===== src/rtl/core/bounded_lifo_stack_defines.svh =====
// Assertion macros shared by the stack RTL.
`ifndef BOUNDED_LIFO_STACK_DEFINES_SVH
`define BOUNDED_LIFO_STACK_DEFINES_SVH

`ifndef SYNTH
// Check a condition at every clock edge outside reset.
`define BLSTK_ASSERT_NOW(label, clk, rst_n, cond) \
  label: assert property (@(posedge clk) disable iff (!rst_n) (cond)) \
    else $error("stack assertion failed");
// Check that an antecedent is followed by a consequent in the next cycle.
`define BLSTK_ASSERT_NEXT(label, clk, rst_n, ante, cons) \
  label: assert property (@(posedge clk) disable iff (!rst_n) (ante) |=> (cons)) \
    else $error("stack assertion failed");
`else
`define BLSTK_ASSERT_NOW(label, clk, rst_n, cond)
`define BLSTK_ASSERT_NEXT(label, clk, rst_n, ante, cons)
`endif

`endif


===== src/rtl/core/blstk_pkg.sv =====
// Types and constants shared by the stack controller, datapath and top level.
package blstk_pkg;

  localparam int unsigned KIND_W     = 3;
  localparam int unsigned STATUS_W   = 2;
  localparam int unsigned WORD_W     = 32;
  localparam int unsigned FILL_OUT_W = 6;
  localparam int unsigned EXT_W      = 64;

  typedef enum logic [KIND_W-1:0] {
    KIND_PUSH    = 3'd0,
    KIND_POP     = 3'd1,
    KIND_TOP     = 3'd2,
    KIND_POP_TOP = 3'd3,
    KIND_CLEAR   = 3'd4,
    KIND_PURGE   = 3'd5
  } kind_e;

  typedef enum logic [STATUS_W-1:0] {
    ST_SUCCESS   = 2'd0,
    ST_OVERFLOW  = 2'd1,
    ST_UNDERFLOW = 2'd2
  } status_e;

  // Commands from the controller to the datapath.
  typedef struct packed {
    logic accept;    // transaction taken on the input channel this cycle
    logic top_load;  // capture the word read from the store into the result
    logic scan;      // run one step of the purge compaction
  } cmd_t;

  // Status from the datapath to the controller.
  typedef struct packed {
    logic empty;
    logic scan_done;
  } sts_t;

endpackage


===== src/rtl/core/blstk_datapath.sv =====
// Stack datapath: entry store, fill counter, compaction scan and result register.
`include "bounded_lifo_stack_defines.svh"

module blstk_datapath #(
  parameter int unsigned DEPTH      = 32,
  parameter int unsigned DATA_WIDTH = 32
) (
  input  logic                             clk_i,
  input  logic                             rst_ni,
  input  blstk_pkg::cmd_t                  cmd_i,
  input  logic [blstk_pkg::KIND_W-1:0]     kind_i,
  input  logic [blstk_pkg::WORD_W-1:0]     value_i,
  output blstk_pkg::sts_t                  sts_o,
  output logic [blstk_pkg::STATUS_W-1:0]   status_o,
  output logic [blstk_pkg::WORD_W-1:0]     top_word_o,
  output logic [blstk_pkg::FILL_OUT_W-1:0] fill_count_o,
  output logic                             is_empty_o,
  output logic                             is_full_o
);

  localparam int unsigned ADDR_W = (DEPTH > 1) ? $clog2(DEPTH) : 1;
  localparam int unsigned FILL_W = $clog2(DEPTH + 1);

  logic [DATA_WIDTH-1:0] mem [DEPTH];
  logic [DATA_WIDTH-1:0] rdata_q;

  logic [FILL_W-1:0]     fill_q, fill_d;
  logic [FILL_W-1:0]     rd_q, rd_d;
  logic [FILL_W-1:0]     wr_q, wr_d;
  logic                  pend_q, pend_d;
  logic [DATA_WIDTH-1:0] val_q, val_d;
  blstk_pkg::status_e    status_q, status_d;
  logic [blstk_pkg::WORD_W-1:0] word_q, word_d;

  logic [blstk_pkg::EXT_W-1:0] val_ext, rd_ext;
  logic [DATA_WIDTH-1:0] val_w;
  logic [FILL_W-1:0]     top_idx;
  logic                  empty, full, scan_end, keep;
  logic                  rd_en, wr_en;
  logic [ADDR_W-1:0]     rd_addr, wr_addr;
  logic [DATA_WIDTH-1:0] wr_data;
  blstk_pkg::kind_e      kind;

  assign kind     = blstk_pkg::kind_e'(kind_i);
  assign val_ext  = blstk_pkg::EXT_W'(value_i);
  assign val_w    = val_ext[DATA_WIDTH-1:0];
  assign rd_ext   = blstk_pkg::EXT_W'(rdata_q);
  assign empty    = (fill_q == '0);
  assign full     = (fill_q == FILL_W'(DEPTH));
  assign top_idx  = fill_q - FILL_W'(1);
  assign scan_end = (rd_q == fill_q);
  assign keep     = pend_q && (rdata_q != val_q);

  // Read port: the top entry at accept, the scan pointer while compacting.
  assign rd_en   = cmd_i.accept || (cmd_i.scan && !scan_end);
  assign rd_addr = cmd_i.scan ? rd_q[ADDR_W-1:0] : top_idx[ADDR_W-1:0];

  // Write port: a push at accept, a kept entry moving down while compacting.
  always_comb begin
    wr_en   = 1'b0;
    wr_addr = fill_q[ADDR_W-1:0];
    wr_data = val_w;
    if (cmd_i.accept && kind == blstk_pkg::KIND_PUSH && !full) begin
      wr_en = 1'b1;
    end else if (cmd_i.scan && keep) begin
      wr_en   = 1'b1;
      wr_addr = wr_q[ADDR_W-1:0];
      wr_data = rdata_q;
    end
  end

  always_ff @(posedge clk_i) begin
    if (wr_en) begin
      mem[wr_addr] <= wr_data;
    end
    if (rd_en) begin
      rdata_q <= mem[rd_addr];
    end
  end

  always_comb begin
    fill_d   = fill_q;
    rd_d     = rd_q;
    wr_d     = wr_q;
    pend_d   = pend_q;
    val_d    = val_q;
    status_d = status_q;
    word_d   = word_q;
    if (cmd_i.accept) begin
      status_d = blstk_pkg::ST_SUCCESS;
      word_d   = '0;
      case (kind)
        blstk_pkg::KIND_PUSH: begin
          if (full) begin
            status_d = blstk_pkg::ST_OVERFLOW;
          end else begin
            fill_d = fill_q + FILL_W'(1);
          end
        end
        blstk_pkg::KIND_POP, blstk_pkg::KIND_POP_TOP: begin
          if (empty) begin
            status_d = blstk_pkg::ST_UNDERFLOW;
          end else begin
            fill_d = top_idx;
          end
        end
        blstk_pkg::KIND_TOP: begin
          if (empty) begin
            status_d = blstk_pkg::ST_UNDERFLOW;
          end
        end
        blstk_pkg::KIND_CLEAR: begin
          fill_d = '0;
        end
        blstk_pkg::KIND_PURGE: begin
          val_d  = val_w;
          rd_d   = '0;
          wr_d   = '0;
          pend_d = 1'b0;
        end
        default: begin
        end
      endcase
    end else if (cmd_i.top_load) begin
      word_d = rd_ext[blstk_pkg::WORD_W-1:0];
    end else if (cmd_i.scan) begin
      // Advance the read pointer and count the entries that survive.
      pend_d = !scan_end;
      if (!scan_end) begin
        rd_d = rd_q + FILL_W'(1);
      end
      if (keep) begin
        wr_d = wr_q + FILL_W'(1);
      end
      if (scan_end && !pend_q) begin
        fill_d = wr_q;
      end
    end
  end

  always_ff @(posedge clk_i or negedge rst_ni) begin
    if (!rst_ni) begin
      fill_q <= '0;
      rd_q   <= '0;
      wr_q   <= '0;
      pend_q <= 1'b0;
    end else begin
      fill_q <= fill_d;
      rd_q   <= rd_d;
      wr_q   <= wr_d;
      pend_q <= pend_d;
    end
  end

  always_ff @(posedge clk_i) begin
    val_q    <= val_d;
    status_q <= status_d;
    word_q   <= word_d;
  end

  assign sts_o.empty     = empty;
  assign sts_o.scan_done = scan_end && !pend_q;

  assign status_o     = status_q;
  assign top_word_o   = word_q;
  assign fill_count_o = blstk_pkg::FILL_OUT_W'(fill_q);
  assign is_empty_o   = empty;
  assign is_full_o    = full;

  `BLSTK_ASSERT_NOW(a_fill_bound, clk_i, rst_ni, fill_q <= FILL_W'(DEPTH))
  `BLSTK_ASSERT_NOW(a_wr_behind_rd, clk_i, rst_ni, !cmd_i.scan || (wr_q <= rd_q))
  `BLSTK_ASSERT_NEXT(a_push_grows, clk_i, rst_ni,
                     cmd_i.accept && kind == blstk_pkg::KIND_PUSH && !full,
                     fill_q == $past(fill_q) + FILL_W'(1))

endmodule


===== src/rtl/core/blstk_ctrl.sv =====
// Stack controller: handshakes and sequencing of reads and compaction.
`include "bounded_lifo_stack_defines.svh"

module blstk_ctrl (
  input  logic                         clk_i,
  input  logic                         rst_ni,
  input  logic                         in_valid_i,
  input  logic [blstk_pkg::KIND_W-1:0] kind_i,
  input  logic                         out_stall_i,
  input  blstk_pkg::sts_t              sts_i,
  output logic                         in_stall_o,
  output logic                         out_valid_o,
  output blstk_pkg::cmd_t              cmd_o
);

  typedef enum logic [1:0] {
    S_IDLE,
    S_TOP,
    S_DEL,
    S_OUT
  } state_e;

  state_e           state_q, state_d;
  blstk_pkg::kind_e kind;
  logic             ready, accept;

  assign kind = blstk_pkg::kind_e'(kind_i);

  // Take a new transaction when idle, or as the held result leaves.
  assign ready  = (state_q == S_IDLE) || (state_q == S_OUT && !out_stall_i);
  assign accept = in_valid_i && ready;

  always_comb begin
    state_d = state_q;
    case (state_q)
      S_IDLE, S_OUT: begin
        if (accept) begin
          if ((kind == blstk_pkg::KIND_TOP || kind == blstk_pkg::KIND_POP_TOP) &&
              !sts_i.empty) begin
            state_d = S_TOP;
          end else if (kind == blstk_pkg::KIND_PURGE) begin
            state_d = S_DEL;
          end else begin
            state_d = S_OUT;
          end
        end else if (state_q == S_OUT && !out_stall_i) begin
          state_d = S_IDLE;
        end
      end
      S_TOP: begin
        state_d = S_OUT;
      end
      S_DEL: begin
        if (sts_i.scan_done) begin
          state_d = S_OUT;
        end
      end
      default: begin
        state_d = S_IDLE;
      end
    endcase
  end

  always_ff @(posedge clk_i or negedge rst_ni) begin
    if (!rst_ni) begin
      state_q <= S_IDLE;
    end else begin
      state_q <= state_d;
    end
  end

  assign in_stall_o      = !ready;
  assign out_valid_o     = (state_q == S_OUT);
  assign cmd_o.accept    = accept;
  assign cmd_o.top_load  = (state_q == S_TOP);
  assign cmd_o.scan      = (state_q == S_DEL);

  `BLSTK_ASSERT_NEXT(a_top_one_cycle, clk_i, rst_ni, state_q == S_TOP, state_q == S_OUT)
  `BLSTK_ASSERT_NEXT(a_scan_exit, clk_i, rst_ni,
                     state_q == S_DEL && sts_i.scan_done, state_q == S_OUT)
  `BLSTK_ASSERT_NEXT(a_peek_reads, clk_i, rst_ni,
                     accept && !sts_i.empty &&
                     (kind == blstk_pkg::KIND_TOP || kind == blstk_pkg::KIND_POP_TOP),
                     state_q == S_TOP)

endmodule


===== src/rtl/core/bounded_lifo_stack.sv =====
// Top level of the bounded LIFO stack.
//
// Usage:
//   Input channel (in_valid_i / in_stall_o) carries kind_i and value_i; a
//   transaction is taken at a clock edge with valid high and stall low.
//   Output channel (out_valid_o / out_stall_i) carries one result per input
//   transaction: status_o, top_word_o, fill_count_o, is_empty_o, is_full_o.
//   Results: push, pop, clear and failed reads show their result the cycle
//   after acceptance; top and pop_top go through the registered read port of
//   the entry store, then a state that loads the result; purge scans the
//   stored entries, one store entry read per cycle while kept entries move
//   down, and then sets the fill count to the number kept.
//   Throughput: one transaction per cycle for push, pop and clear while
//   out_stall_i is low, since a new transaction is taken in the same cycle
//   the held result leaves; top, pop_top and purge stall the input until done.
//   Stall: while out_stall_i holds a result, the result and the fill count
//   stay put and no new transaction is taken.
//   Reset: the fill count clears to zero and the block goes idle at once;
//   the entry store is not cleared, since only written entries are read.
module bounded_lifo_stack #(
  parameter int unsigned DEPTH      = 32,
  parameter int unsigned DATA_WIDTH = 32
) (
  input  logic                             clk_i,
  input  logic                             rst_ni,
  input  logic                             in_valid_i,
  output logic                             in_stall_o,
  input  logic [blstk_pkg::KIND_W-1:0]     kind_i,
  input  logic [blstk_pkg::WORD_W-1:0]     value_i,
  output logic                             out_valid_o,
  input  logic                             out_stall_i,
  output logic [blstk_pkg::STATUS_W-1:0]   status_o,
  output logic [blstk_pkg::WORD_W-1:0]     top_word_o,
  output logic [blstk_pkg::FILL_OUT_W-1:0] fill_count_o,
  output logic                             is_empty_o,
  output logic                             is_full_o
);

  // Commands go from controller to datapath, status comes back.
  blstk_pkg::cmd_t cmd;
  blstk_pkg::sts_t sts;

  blstk_ctrl u_ctrl (
    .clk_i       (clk_i),
    .rst_ni      (rst_ni),
    .in_valid_i  (in_valid_i),
    .kind_i      (kind_i),
    .out_stall_i (out_stall_i),
    .sts_i       (sts),
    .in_stall_o  (in_stall_o),
    .out_valid_o (out_valid_o),
    .cmd_o       (cmd)
  );

  blstk_datapath #(
    .DEPTH      (DEPTH),
    .DATA_WIDTH (DATA_WIDTH)
  ) u_datapath (
    .clk_i        (clk_i),
    .rst_ni       (rst_ni),
    .cmd_i        (cmd),
    .kind_i       (kind_i),
    .value_i      (value_i),
    .sts_o        (sts),
    .status_o     (status_o),
    .top_word_o   (top_word_o),
    .fill_count_o (fill_count_o),
    .is_empty_o   (is_empty_o),
    .is_full_o    (is_full_o)
  );

endmodule

===== config.mk =====
export PLATFORM = sky130hd
export DESIGN_NAME = bounded_lifo_stack
export DESIGN_NICKNAME = d
export VERILOG_FILES = /design/src/rtl/core/blstk_pkg.sv /design/src/rtl/core/blstk_datapath.sv /design/src/rtl/core/blstk_ctrl.sv /design/src/rtl/core/bounded_lifo_stack.sv
export VERILOG_INCLUDE_DIRS = /design/src /design/src/rtl/core
export SDC_FILE = /design/constraint.sdc
export NUM_CORES = 2
export LEC_CHECK = 0
export ABC_AREA = 1
export BUFFER_PORTS_ARGS = -buffer_cell sky130_fd_sc_hd__clkbuf_2
export CAP_MARGIN = 25
export CORE_UTILIZATION = 35
export CTS_CLUSTER_DIAMETER = 150
export DETAILED_ROUTE_END_ITERATION = 7
export MAX_ROUTING_LAYER = met4
export PLACE_DENSITY = 0.51
export SETUP_SLACK_MARGIN = 0.1
export SYNTH_ARGS = -nofsm -noshare
export SYNTH_HDL_FRONTEND = slang
export SYNTH_HIERARCHICAL = 1
export SYNTH_SLANG_ARGS = --single-unit
export TNS_END_PERCENT = 10

===== constraint.sdc =====
create_clock -name clk_i -period 6.6 [get_ports clk_i]
set_input_delay 0.66 -clock clk_i [delete_from_list [all_inputs] [get_ports clk_i]]
set_output_delay 0.66 -clock clk_i [all_outputs]
set_load 0.01 [all_outputs]

### After elaboration in Yosys (flattened, before gate mapping)

Memories as Yosys holds them, arrays and structs flattened. A register that Yosys moved wholly into a read port is not among the register bits.
Cells that the tools add are included.

| storage, ports and cells | value |
|---|---|
| output and inout port bits | 44 |
| logic and storage cells | 103 |
| memories | 1 |
| memory bits (writable) | 1024 |
| input bits | 39 |
| bits in registers | 87 |

Memory list:

| name | depth | width | rd ports | clocked after Yosys merged registers in | wr ports | RTL line | text |
|---|---|---|---|---|---|---|---|
| u_datapath.mem | 32 | 32 | 1 | 1 | 1 | blstk_datapath.sv:24 | `logic [DATA_WIDTH-1:0] mem [DEPTH];` |

| cells by class | value |
|---|---|
| reductions and logical operators | 33 |
| equality and inequality tests | 19 |
| multiplexer cells | 38 |
| add/subtract/negate cells | 4 |

Operators with widths:

| kind | count |
|---|---|
| $mux W6 | 15 |
| $mux W32 | 2 |
| $ne A32 B32 Y1 | 1 |
| $add A6 B1 Y6 const B | 3 |
| $pmux W6 S3 | 1 |
| $mux W5 | 3 |
| $mux W1 | 10 |
| $mux W2 | 5 |
| $logic_and A1 B1 Y1 | 9 |
| $reduce_and A4 Y1 | 2 |
| $eq A3 B2 Y1 const B | 2 |
| $eq A3 B3 Y1 const B | 2 |
| $eq A6 B6 Y1 | 1 |
| $eq A6 B6 Y1 const B | 1 |
| $logic_not A1 Y1 | 6 |
| $logic_not A6 Y1 | 1 |
| $ne A2 B2 Y1 const B | 3 |
| $ne A3 B3 Y1 const B | 2 |
| $pmux W2 S3 | 1 |
| $reduce_and A6 Y1 | 1 |
| $reduce_bool A2 Y1 | 3 |
| $sub A6 B1 Y6 const B | 1 |
| $eq A2 B2 Y1 const B | 2 |
| $ne A4 B1 Y1 const B | 1 |
| other kinds (12) | 16 |

### Longest topological paths before layout

| logic depth | value |
|---|---|
| depth in word-level cells | 9 |
| gate-level depth with buffers | 15 |
| mapped depth without buffers | 14 |

### Hierarchy

Netlist, hierarchy kept.

By module, submodules not included:

| module | area an instance (µm²) | times used | sequential area each (µm²) | cells an instance |
|---|---|---|---|---|
| blstk_datapath | 45787.7 | 1 | 33847.5 | 3526 |
| blstk_ctrl | 237.7 | 1 | 50.0 | 36 |

### Worst setup path after synthesis

OpenSTA, ideal clock, no wires.

| timing | value |
|---|---|
| kind | input to register |
| from | input port out_stall_i |
| to | register u_datapath.wr_q[1] |
| stages | 14 |
| path buffers | 2 |
| arrival | 5.374 ns |
| path slack | 1.143 ns |
| required time | 6.517 ns |
| cells stage by stage | inv_1 nand2_1 nand2_1 inv_1 nor2_1 buf_4 buf_2 inv_1 nor4_1 or2_2 nand2_1 inv_1 nand3_1 o21ai_0 |

| between the ends | value |
|---|---|
| word-level cells in the longest chain between the ends | 6 |
| elaborated cells on any way between the ends | 10 |
| those cells by class | eq/ne: 2; mux: 1; reduce/logical: 7 |

RTL lines:

| element | RTL line | text |
|---|---|---|
| from (decl) | bounded_lifo_stack.sv:31 | `input logic out_stall_i,` |
| $logic_not A1 Y1 * | blstk_ctrl.sv:30 | `assign ready = (state_q == S_IDLE) \|\| (state_q == S_OUT && !out_stall_i);` |
| $logic_and A1 B1 Y1 * | blstk_ctrl.sv:30 |  |
| $logic_or A1 B1 Y1 * | blstk_ctrl.sv:30 |  |
| $logic_and A1 B1 Y1 * | blstk_ctrl.sv:31 | `assign accept = in_valid_i && ready;` |
| named net u_ctrl.accept | blstk_ctrl.sv:25 | `logic ready, accept;` |
| $ne A2 B2 Y1 (no source line), or another cell as far along | - |  |
| $reduce_and A4 Y1 (no source line) | - |  |
| to (signal assigned) | blstk_datapath.sv:150 | `wr_q <= wr_d;` |
| to (decl) | blstk_datapath.sv:29 | `logic [FILL_W-1:0] wr_q, wr_d;` |

Mark *: on every way through the listed nets, which the timed path passes. The rest lies on a longest branch.
A chain may end at the register's enable or synchronous reset.

==> summary.txt <==
most frequent cells in the layout = edfxtp_1 (1090), nor2_1 (617), o21ai_0 (523)
Slew Limit Fails = 0
Area growth syn-to-layout = 14.53%
Final Hold Violating Endpoints = 0
Synth Flop Type = edfxtp_1
initial antenna violation count = 2
WP data arrival = 4.88 ns
Vias per Instance = 5.493
minimum clock period = 4.397 ns
DRC = 0
WP data required = 7.08 ns
commonest non-fill, non-tap cell in the layout = edfxtp_1
proportion of synthesized area in mux cells = 0
Synth area leaders = edfxtp_1 (71%), o21ai_0 (5.8%), nor2_1 (5.3%), o221ai_1 (4.0%), nand2_1 (1.9%)
Synth Area in Adders = 0.002175
XOR/XNOR Fraction of Synth Area = 0.004567
register area share after synthesis = 0.7365
Crit. End Element = register
setup TNS after final layout = 0 ns
I/O Pins = 83
Synth Area in Compound Gates = 0.1278
Core ar. = 0.1300 mm2
drt total wl = 138.2 mm
DP Wirelength = 77.47 mm
cell taking the most area after synthesis = edfxtp_1
H-tree depth = 3
drt wl/cell = 25.34 um
layout cells sized above 1 = 0.1156
hold crit path type = in -> reg
GRT overflow = 0
vias in the first global route = 28080
worst-margin pin slew = 1.268 ns
num rows = 132
Worst setup SP type = register
ANT nets after route = 0
die area = 0.1330 mm2
clk sinks = 1143
FFs w/ async S/R, synth = 0.01837
Post-Place Cells = 5230
Final #Nets = 3661
Die H = 364.6 um
CP peak stage delay = 0.70 ns
dpl ws = 2.144 ns
Root Driver = clkbuf_16
hold slack = 0.1508 ns
DR vias = 29960
antenna cells = 0
CTS Buf Count = 119
GRT Resource Usage Total = 0.2114
number of max-cap violations = 0
final setup violating endpoints = 0
RSZ-0062 raised after global routing = no
Post-Syn Area = 0.04603 mm2
Post-Synth Simple-Gate Area = 0.09594
Fill cells = 12130
final worst slack = 2.203 ns
worst skew pair latency = 0.71 ns
Slowest-stage cell, CP = buf_4
outcome = complete, no violations
Slew HR = 0.1544
Mapped Cells = 3562
CTS tree = yes
Finished Layout Cells = 5453
first-pass GRT wire length = 200.5 mm
Starting DRT DRC Count = 3510
clock-pin slew on the worst setup and hold paths = 0.06 ns
Synth Register Bits = 1143
Clock Tree Buf Depth = 3
width of the die = 364.6 um
skew final = 0.03156 ns
setup slack, reg-to-reg = 2.20 ns
CP Max Fanout = 152
Port Buffers = 82
part of the cycle the worst path needs = 0.6662
DR pass1 iterations = 6
area share of the largest cell type after synthesis = 0.7112
CP Cell Sequence = inv_1, ha_1, buf_4, nand2_1, o21ai_4, buf_12, buf_4, o21ai_0, o221ai_1, nand3_1, nand2_1, o21a_1
Yosys cell types = 41
GPL Wtd Cong = 0.8517
syn avg cell area = 12.92 um2
f_max = 0.2274 GHz
Initial Utilization = 0.3541
Ys Warns = 6
largest family of logic cells by synthesized area = compound AO/OA/AOI/OAI gates
post-synth net total = 3609
number of synthesized flops with an enable pin = 1090
CP Class = reg -> reg
pin count of the biggest net entering global routing = 236
## layer usage
layer	global-route usage	part of all wire	vias to the layer above
li1	-	-	13390
met2	0.3171	0.45	1055
met1	0.3052	0.46	15330
met5	-	0	-
met3	0.02406	0.063	183
met4	0.05347	0.023	0
## worst max-delay path: cells and delay by family, from the launching register on
| kind | cells | cell delay, ns |
|---|---|---|
| adders and majority gates | 1 | 0.47 |
| DFF | 1 | 0.41 |
| and+or+nand+nor | 3 | 0.36 |
| buffers and inverters | 4 | 1.66 |
| AOI/OAI and AO/OA | 4 | 1.04 |
## path summary, 6_finish.rpt
check | startpoint | cells after the start | endpoint
max | u_ctrl/state_q[0] | 12 | u_datapath/rdata_q[15]
min | value_i[17] | 1 | u_datapath/val_q[17]
max reg2reg | u_ctrl/state_q[0] | 12 | u_datapath/rdata_q[15]
min reg2reg | u_datapath/top_word_o[27] | 2 | u_datapath/top_word_o[27]
max in group asynchronous | rst_ni | 2 | u_datapath/fill_count_o[1]
min in group asynchronous | rst_ni | 2 | u_ctrl/state_q[0]
## timing repair
action / in CTS / in global routing
endpoints found under the hold margin: 21 / 0
hold buffers: 1 / 0
setup buffers: 0 / 0
gates resized for setup: 0 / 0
## state kept, by name, indices dropped and copies added (netlist names), 6 cells and up
signal / flops
u_datapath/rdata_q: 32
u_datapath/val_q: 32
u_datapath/top_word_o: 32
u_datapath/wr_q: 6
u_datapath/mem: 1024
u_datapath/fill_count_o: 6
u_datapath/rd_q: 6
## layout make-up
class	instances	area, um2	share of cell area
inverter	104	422.9	0.008023
clock inverter	64	554.3	0.01051
clock buffer	154	3161	0.05996
timing repair buffer	172	1431	0.02715
tap	1742	2180	0.04135
sequential	1143	33900	0.6430
multi-input combinational	2074	11070	0.2100
## cell families (layout without fill, tap and decap cells)
group                      after synthesis  count (layout)
and+or+nand+nor                       1076            1076
DFF                                   1143            1143
xor gates and xnor gates                24              24
AOI/OAI and AO/OA                      966             966
buffers and inverters                  345             494
adders and majority gates                8               8
## through the flow
step,instance area (um2),utilization
2_1_floorplan,46030,-
3_3_place_gp,48620,0.3741
3_5_place_dp,48890,0.3762
4_1_cts,52620,0.4048
5_1_grt,52710,0.4056
6_report,52710,0.4056
## Yosys cell counts (3+ instances only)
master	instances
a21oi_1	23
buf_1	3
buf_2	107
buf_4	11
buf_6	5
clkbuf_1	108
clkbuf_2	7
dfrtp_1	21
dfxtp_1	32
edfxtp_1	1090
ha_1	8
inv_1	93
inv_2	10
nand2_1	234
nand2_2	8
nand3_1	141
nand3_2	9
nand4_1	12
nor2_1	649
nor3_1	5
nor4_1	5
o211ai_1	24
o21a_1	32
o21ai_0	532
o21ai_1	80
o21ai_2	6
o221ai_1	209
o22ai_1	53
o31ai_1	4
or2_2	4
xnor2_1	13
xor2_1	11
Power is left out: the tool's default activity adds up to more than one toggle a clock period on the data nets, which glitch-free logic cannot reach.
